[config.mk]
export PLATFORM = sky130hd
export DESIGN_NAME = rsd_div
export DESIGN_NICKNAME = d
export VERILOG_FILES = /design/src/rtl/rsd_pkg.sv /design/src/rtl/rsd_div.sv
export SDC_FILE = /design/constraint.sdc
export NUM_CORES = 1
export LEC_CHECK = 0
export BUFFER_PORTS_ARGS = -buffer_cell sky130_fd_sc_hd__buf_2
export CAP_MARGIN = 20
export CORE_ASPECT_RATIO = 1.5
export CORE_MARGIN = 10
export CORE_UTILIZATION = 52
export CTS_CLUSTER_SIZE = 8
export DETAILED_ROUTE_END_ITERATION = 8
export PLACE_DENSITY = 0.68
export SETUP_SLACK_MARGIN = 0.02
export SLEW_MARGIN = 20
export SYNTH_ARGS = -nofsm -noshare
export SYNTH_HDL_FRONTEND = slang
export SYNTH_SLANG_ARGS = --single-unit
[constraint.sdc]
create_clock -name clk -period 3.4 [get_ports clk]
set_clock_uncertainty 0.2 [all_clocks]
set_input_delay 0.17 -clock clk [delete_from_list [all_inputs] [get_ports clk]]
set_output_delay 0.17 -clock clk [all_outputs]
set_load 0.01 [all_outputs]
[src/rtl/rsd_pkg.sv]
// Shared types and constants for the radial stick deadzone block.
package rsd_pkg;

  localparam int DZ_W = 15;
  localparam logic [DZ_W-1:0] DZ_RESET = 15'd3277;

  typedef struct packed {
    logic en;
    logic vld;
  } rsd_ctl_t;

endpackage

[src/rtl/rsd_div.sv]
// Pipelined restoring divider, one quotient bit per stage; needs num < den * 2^Q_W.
module rsd_div import rsd_pkg::*; #(
  parameter int D_W = 16,
  parameter int Q_W = 16,
  parameter int P_W = 1
) (
  input  logic                 clk,
  input  logic                 rst,
  input  rsd_ctl_t             ctl,
  input  logic [D_W+Q_W-1:0]   num,
  input  logic [D_W-1:0]       den,
  input  logic [P_W-1:0]       pay,
  output logic                 out_vld,
  output logic [Q_W-1:0]       quo,
  output logic [P_W-1:0]       out_pay
);

  localparam int W = D_W + Q_W;

  logic [W-1:0]   r [1:Q_W-1];
  logic [D_W-1:0] d [1:Q_W-1];
  logic [Q_W-1:0] q [1:Q_W];
  logic [P_W-1:0] p [1:Q_W];
  logic           v [1:Q_W];

  for (genvar k = 0; k < Q_W; k++) begin : g_stage
    localparam int B = Q_W - 1 - k;
    logic [W-1:0]   ri;
    logic [D_W-1:0] di;
    logic [Q_W-1:0] qi;
    logic [P_W-1:0] pi;
    logic           vi;
    logic [W-1:0]   dsh;
    logic           fit;

    if (k == 0) begin : g_first
      assign ri = num;
      assign di = den;
      assign qi = '0;
      assign pi = pay;
      assign vi = ctl.vld;
    end else begin : g_rest
      assign ri = r[k];
      assign di = d[k];
      assign qi = q[k];
      assign pi = p[k];
      assign vi = v[k];
    end

    assign dsh = W'(di) << B;
    assign fit = ri >= dsh;

    always_ff @(posedge clk) begin
      if (rst) begin
        v[k+1] <= 1'b0;
      end else if (ctl.en) begin
        v[k+1] <= vi;
      end
    end

    always_ff @(posedge clk) begin
      if (ctl.en) begin
        q[k+1] <= fit ? (qi | (Q_W'(1) << B)) : qi;
        p[k+1] <= pi;
      end
    end

    if (k < Q_W - 1) begin : g_rem
      always_ff @(posedge clk) begin
        if (ctl.en) begin
          r[k+1] <= fit ? (ri - dsh) : ri;
          d[k+1] <= di;
        end
      end
    end
  end

  assign out_vld = v[Q_W];
  assign quo     = q[Q_W];
  assign out_pay = p[Q_W];

endmodule

==> results.cfg <==
[outcome]
outcome = finished clean

[cts]
cts_tree = done
cts-buffers-inserted = 120
clk_sinks = 888
clk-insertion-delay-late_ns = 0.71
clk_transition_reported_paths_ns = 0.05
cts-root-to-sink-buffers = 3
cts_root_buffer = clkbuf_16
htree_levels = 3

[grt]
track_usage = 0.194
number_of_global_route_vias_before_repair = 32600
grt.overflow.total = 0
initial_antenna_violation_count = 1
grt_first_pass_wirelength_um = 154000
grt_start_max_net_pins = 125

[synth]
async_reset_ff_frac = 0
synth_top_flop_cell = edfxtp_1
ys_warn_count = 0
synth_seq_area_share = 0.589
synth.cell_area_mm2 = 0.0453
synth.net_count = 4080
avgSynthCellArea_um2 = 12.0
number_of_distinct_library_cells_after_synthesis = 96
synth-edff-count = 888
synthesis.instances = 3756
ys_seq_elements = 888

[sta]
final-max-slew-violation-count = 0
worst_slew_margin_rel = 0.511
timing.final.crit_period_ns = 3.29
layout_worst_path_cycle_share = 0.968
finalSetupViolations = 0
timing.final.hold_violations = 0
top_achievable_clock_speed_mhz = 304
tightestPinTransition_ns = 0.727

[placement]
hpwl_um = 71600
postPlaceCellArea_mm2 = 0.0489
gp_routability_congestion = 0.910
numPortBuffers = 70

[final_layout]
diodes = 0
layout-drive-gt1-share = 0.150
nFillCells = 6612
stdcell_area_mm2 = 0.0534
nNetsFinal = 4540
most_common_cell_after_layout_fill_and_taps_aside = edfxtp_1
sequential_cell_area_mm2 = 0.0267
multi_input_area_mm2 = 0.0175
layout_common_cells = edfxtp_1 (888), inv_1 (331), a21oi_1 (260), nor2_1 (257), ha_1 (252)
area.growth.synth_to_final_pct = 18.0

[die]
placementRows = 132
design.die.area_mm2 = 0.0995
die-width_um = 261
num_io_pins = 71
initial_core_util = 0.524
placeable_area_mm2 = 0.0864
die_y_um = 381

[critical_path]
critical_path_class = flip-flop to flip-flop
critPathArrivalTime_ns = 3.51
startpoint = d[5][1]$_DFFE_PP_
worst_setup_path_end_kind = flip-flop
worst_setup_path_start_kind = flip-flop
worst_r2r_startpoint = d[5][1]$_DFFE_PP_
cp_max_fo = 3
cp.required_ns = 3.62

[power]
cellLeakagePower_uw = 0.0207
irDropWorstVdd_uv = 521
p_total_uw = 41000
power_density_mw_per_mm2 = 768

[drt]
wl_met1_um = 27900
post_drt_via_cell_ratio = 5.63
drcViolationCount = 0
detail_route.iter0.violations = 1396
route.final.wire_length_um = 96900
drtPass1Iterations = 5
drt-wirelength-per-cell_um = 18.1
antenna_violating_nets_post_route = 0
via_count = 30200
routed-wl-met3_um = 2530
routed.top_layer = met4
routed-wl-met2_um = 60500

[min_path]
holdCritStartpoint = den[15]
min_path_type = primary input to flip-flop

[run]
cap_viol_max_count = 0
[cells in the mapped netlist (all sizes together), types with 54 or more instances]
cell	count	area, um^2
nand3	54	270
ha	256	3200
a21oi	269	1350
xor2	150	1310
nor2	257	965
nand2	246	923
inv	336	1260
edfxtp	888	26700
a21o	85	638
nor3	77	400
nor4	61	403
xnor2	141	1230
o21ai	212	1060
[timing repair]
action                                 in CTS  in global routing
endpoints found under the hold margin     143                  0
setup buffers                               2                  4
gates resized for setup                    19                 86
setup endpoints to repair                  20                118
hold buffers                               82                  0
pin swaps                                   8                 36
[state kept, by name, summed over array words and instances, names as in the netlist]
register and count:
q 136, d 240, p 16, v 16, r 480
[final timing paths]
path / slack, ns / to / depth (start not counted)
worst min-delay path: 0.05 / d[1][15]$_DFFE_PP_ / 2
worst max-delay path: 0.11 / r[0][219]$_DFFE_PP_ / 13
worst max register to register: 0.11 / r[0][219]$_DFFE_PP_ / 13
worst min register to register: 0.20 / q[7][13]$_DFFE_PP_ / 0
[metal layers]
metal,global-route usage,vias up
met2,0.427,534
met5,0,-
met3,0.0266,303
met1,0.142,14600
li1,-,14800
met4,0.120,0
[stage by stage]
stage | setup TNS [ns] | setup slack [ns] | utilization | hold WS (ns) | instances
2_1_floorplan | 0 | 0.319 | - | 0.0689 | 3756
3_3_place_gp | -0.0350 | -0.0350 | 0.566 | 0.162 | 5145
3_5_place_dp | -0.227 | -0.143 | 0.566 | 0.163 | 5145
4_1_cts | 0 | 0.0134 | 0.614 | 0.00870 | 5356
5_1_grt | -0.310 | -0.0437 | 0.618 | 0.0403 | 5360
6_report | 0 | 0.110 | 0.618 | 0.0512 | 5360
[cell families (layout without fill, tap and decap cells)]
family | Yosys count | in the layout | synth area share
xor+xnor | 291 | 291 | 0.0563
compound gates | 855 | 855 | 0.120
flops | 888 | 888 | 0.589
fa+ha+maj | 271 | 271 | 0.0774
buf+inv | 408 | 873 | 0.0348
mux | 47 | 47 | 0.0116
simple gates | 996 | 996 | 0.111
[power breakdown]
group          total, uW  switching (uW)  internal, uW
Clock              10500            4300          6220
Sequential         16300            1240         15000
Combinational      14200            7700          6490
[layout make-up]
cell class | count | share of cell area
tap | 1139 | 0.0267
timing repair buffer | 410 | 0.0632
clock buffer | 121 | 0.0567
clock inverter | 6 | 0.00337
multi-input combinational | 2460 | 0.327
sequential | 888 | 0.499
inverter | 336 | 0.0236
[critical path, cell delays in order, from the launching register on]
cell       delay [ns]
edfxtp_1         0.37
inv_1            0.10
ha_1             0.31
nand4_1          0.19
nor4_4           0.33
buf_4            0.19
o21ai_0          0.10
a21oi_1          0.18
nor3b_2          0.07
buf_4            0.16
or2_1            0.28
a2111oi_2        0.31
buf_4            0.17
xor2_1           0.05
No activity file was read; power rests on OpenSTA's default activity.
