<file path="config.mk">
export PLATFORM = sky130hd
export DESIGN_NAME = rsd_sqrt
export DESIGN_NICKNAME = d
export VERILOG_FILES = /design/src/rtl/rsd_pkg.sv /design/src/rtl/rsd_sqrt.sv
export SDC_FILE = /design/constraint.sdc
export NUM_CORES = 1
export LEC_CHECK = 0
export BUFFER_PORTS_ARGS = -buffer_cell sky130_fd_sc_hd__buf_2
export CAP_MARGIN = 20
export CORE_MARGIN = 1
export CORE_UTILIZATION = 55
export DETAILED_ROUTE_END_ITERATION = 8
export PLACE_DENSITY = 0.74
export SLEW_MARGIN = 0
export SYNTH_ARGS = -nofsm -noshare
export SYNTH_HDL_FRONTEND = slang
export SYNTH_SLANG_ARGS = --single-unit
</file>
<file path="constraint.sdc">
create_clock -name clk -period 6.39 [get_ports clk]
set_clock_uncertainty 0.15 [all_clocks]
set_input_delay 1.278 -clock clk [delete_from_list [all_inputs] [get_ports clk]]
set_output_delay 1.278 -clock clk [all_outputs]
set_load 0.005 [all_outputs]
</file>
<file path="src/rtl/rsd_pkg.sv">
// Shared types and constants for the radial stick deadzone block.
package rsd_pkg;

  localparam int DZ_W = 15;
  localparam logic [DZ_W-1:0] DZ_RESET = 15'd3277;

  typedef struct packed {
    logic en;
    logic vld;
  } rsd_ctl_t;

endpackage

</file>
<file path="src/rtl/rsd_sqrt.sv">
// Pipelined integer square root, one result bit per stage.
module rsd_sqrt import rsd_pkg::*; #(
  parameter int R_W = 16,
  parameter int P_W = 1
) (
  input  logic             clk,
  input  logic             rst,
  input  rsd_ctl_t         ctl,
  input  logic [2*R_W-1:0] sq,
  input  logic [P_W-1:0]   pay,
  output logic             out_vld,
  output logic [R_W-1:0]   root,
  output logic [P_W-1:0]   out_pay
);

  localparam int SW = 2 * R_W;

  logic [SW-1:0]  rem [1:R_W-1];
  logic [R_W-1:0] res [1:R_W];
  logic [P_W-1:0] p   [1:R_W];
  logic           v   [1:R_W];

  for (genvar k = 0; k < R_W; k++) begin : g_stage
    localparam int J = R_W - 1 - k;
    logic [SW-1:0]  remi;
    logic [R_W-1:0] resi;
    logic [P_W-1:0] pi;
    logic           vi;
    logic [SW:0]    t;
    logic           fit;

    if (k == 0) begin : g_first
      assign remi = sq;
      assign resi = '0;
      assign pi   = pay;
      assign vi   = ctl.vld;
    end else begin : g_rest
      assign remi = rem[k];
      assign resi = res[k];
      assign pi   = p[k];
      assign vi   = v[k];
    end

    assign t   = ((SW+1)'(resi) << (J + 1)) + ((SW+1)'(1) << (2 * J));
    assign fit = {1'b0, remi} >= t;

    always_ff @(posedge clk) begin
      if (rst) begin
        v[k+1] <= 1'b0;
      end else if (ctl.en) begin
        v[k+1] <= vi;
      end
    end

    always_ff @(posedge clk) begin
      if (ctl.en) begin
        res[k+1] <= fit ? (resi | (R_W'(1) << J)) : resi;
        p[k+1]   <= pi;
      end
    end

    if (k < R_W - 1) begin : g_rem
      always_ff @(posedge clk) begin
        if (ctl.en) begin
          rem[k+1] <= fit ? (remi - t[SW-1:0]) : remi;
        end
      end
    end
  end

  assign out_vld = v[R_W];
  assign root    = res[R_W];
  assign out_pay = p[R_W];

endmodule

</file>
==> impl_metrics.tcl <==
set metrics [dict create \
    outcome "finished clean" \
    cp-start-kind "flip-flop" \
    end_kind "flip-flop" \
    slew_viol_final 0 \
    max_slew.worst_pin.slew_ns 1.10 \
    drt_iter0_markers 1092 \
    drive_gt1_frac 0.0833 \
    cts_tree "yes" \
    fp.dieW_um 235 \
    ios 55 \
    drc 0 \
    final-setup-viol-count 0 \
    grt_usage 0.197 \
    grt_antenna_before_repair 0 \
    post_drt_wl_per_cell_um 17.6 \
    drv_cap 0 \
    ys_ff_latch 648 \
    cts-root-buf "clkbuf_16" \
    ys_warn_count 0 \
    seqCellArea_um2 19500 \
    leakagePower_nw 12.3 \
    fin_area_um2 33000 \
    ant_nets 0 \
    dieArea_um2 55100 \
    syn_area_um2 29800 \
    first_pass_iters 7 \
    cts_setup_buffers 0 \
    start_util 0.561 \
    async_flop_share 0 \
    die_h_um 235 \
    cp.required_ns 6.59 \
    dpl.hpwl_um 38700 \
    place_area_um2 30900 \
    port_buffers 54 \
    clk_latency_ns 0.60 \
    rsz0062_at_grt "no" \
    hp-start "p[1][5]" \
    grt_pass1_wl_um 86700 \
    routed_wl_um 54000 \
    cts_resized 0 \
    vias 17500 \
    gp_congestion 0.874 \
    clk_path_buf_depth 3 \
    finalHoldViolCount 0 \
    clkSlewWorstSetupHoldPaths_ns 0.06 \
    rows 84 \
    r2r_end "rem[1][189]" \
    hp-class "flip-flop to flip-flop" \
    multi_input_area_um2 9520 \
    min_period_ns 3.99 \
    synth_area_per_cell_um2 13.3 \
    min_path_cells 0 \
    yosysSeqAreaShare 0.653 \
    critical_path.reg2reg.startpoint "rem[1][136]" \
    coreArea_um2 53100 \
    grt_max_degree 138 \
    syn_nets 2420 \
    cts_buffers 68 \
    cts_max_level 3 \
    viasPerCell 5.69 \
    cellPowerDensity_nw_per_um2 335 \
    num_antenna_cells 0 \
    ctsHoldBuffers 0 \
    fin_nets 2529 \
    yosys_most_used_dff "edfxtp_1" \
    peakVddDrop_v 0.000244 \
    path_max_fanout 25 \
    worstPathArrival_ns 4.19 \
    period_share 0.624 \
    whs_endpoint "p[1][6]" \
    r2r_cells 9 \
    synth_cells 2233 \
    grt_overflow 0 \
    critPathKind "flip-flop to flip-flop" \
    reg2reg_setup_slack_ns 2.40 \
    clock_sinks 648 \
    nFillCells 3813 \
    synth_cell_types 76 \
    grt_pass1_vias 18100 \
    area_growth_pct 10.9 \
    max_slew_margin 0.259 \
    max_freq_ghz 0.251 \
    fin_setup_tns_ns 0 \
    synth_edf_count 648 \
]
==> critical path, cell delays in order (launching register included) <==
cell      delay [ns]
edfxtp_1        0.40
ha_1            0.38
nand2b_1        0.11
a21oi_1         0.25
o21ai_0         0.23
o21ai_1         0.37
a2111o_1        0.82
nand3b_4        0.22
or4_2           0.67
xnor2_1         0.14
==> how the worst max path moves through the flow <==
| stage | from | depth (start not counted) | end |
|---|---|---|---|
| global placement | rem[1][137] | 9 | rem[1][189] |
| detailed placement | rem[1][137] | 9 | rem[1][189] |
| global route | rem[1][137] | 9 | rem[1][189] |
| CTS | rem[1][137] | 9 | rem[1][189] |
| finish | rem[1][136] | 9 | rem[1][189] |
| floorplan | rem[1][17] | 9 | rem[1][61] |
==> flip-flops by register name, summed over array words and instances, names as in the netlist <==
name / flops
rem: 480
p: 16
res: 136
v: 16
==> routing by layer <==
layer,up-vias,wire (µm),track usage
met5,-,0,0
met4,0,3000,0.115
met3,179,1830,0.0341
met2,433,30100,0.388
met1,8360,19100,0.190
li1,8554,-,-
==> layout make-up <==
| type | count | share of cell area |
|---|---|---|
| tap | 688 | 0.0261 |
| clock buffer | 81 | 0.0536 |
| sequential | 648 | 0.589 |
| timing repair buffer | 67 | 0.0130 |
| clock inverter | 37 | 0.00913 |
| multi-input combinational | 1373 | 0.288 |
| inverter | 184 | 0.0209 |
==> power breakdown <==
group / total, mW / internal [mW] / switching, mW
combinational: 1.68 / 0.735 / 0.944
clock: 3.70 / 2.08 / 1.62
sequential: 5.69 / 5.34 / 0.353
total: 11.1 / 8.16 / 2.92
==> cell usage after synthesis, types with 21 or more instances <==
library cell | n | area, µm²
a21o_1 | 21 | 158
a21oi_1 | 110 | 551
and2_1 | 23 | 144
edfxtp_1 | 648 | 19500
ha_1 | 150 | 1880
inv_1 | 184 | 691
nand2_1 | 135 | 507
nand2b_1 | 32 | 200
nand3_1 | 30 | 150
nand4_1 | 33 | 206
nor2_1 | 118 | 443
nor2b_1 | 24 | 150
nor3_1 | 68 | 340
nor4_1 | 79 | 494
o21a_1 | 30 | 225
o21ai_0 | 118 | 591
or3_1 | 22 | 138
xnor2_1 | 106 | 928
xor2_1 | 88 | 771
==> layout by cell type (no fill, tap or decap), drive strengths merged, types with 33 or more instances in the layout <==
master,instances
ha,150
nand4,33
xnor2,106
nor4,80
nand2,135
a21oi,110
buf,67
xor2,88
nor3,69
clkbuf,81
o21ai,122
nor2,118
edfxtp,648
inv,189
==> logic make-up after synthesis <==
| group | Yosys count | synth area share |
|---|---|---|
| AOI/OAI and AO/OA | 364 | 0.0745 |
| and+or+nand+nor | 643 | 0.116 |
| muxes | 22 | 0.00857 |
| adders and majority gates | 150 | 0.0630 |
| DFF | 648 | 0.653 |
| xor gates and xnor gates | 194 | 0.0571 |
| buffers and inverters | 212 | 0.0278 |
==> per-stage QoR <==
step	power [mW]	util	worst slack, ns	hold WS [ns]	cells
2_1_floorplan	6.90	-	3.26	0.250	2233
3_3_place_gp	7.35	0.583	2.58	0.251	2959
3_5_place_dp	7.44	0.583	2.46	0.256	2959
4_1_cts	11.1	0.622	2.44	0.267	3077
5_1_grt	11.5	0.622	2.22	0.276	3078
6_report	11.1	0.622	2.40	0.262	3078
Power figures use the tool's default switching activity.
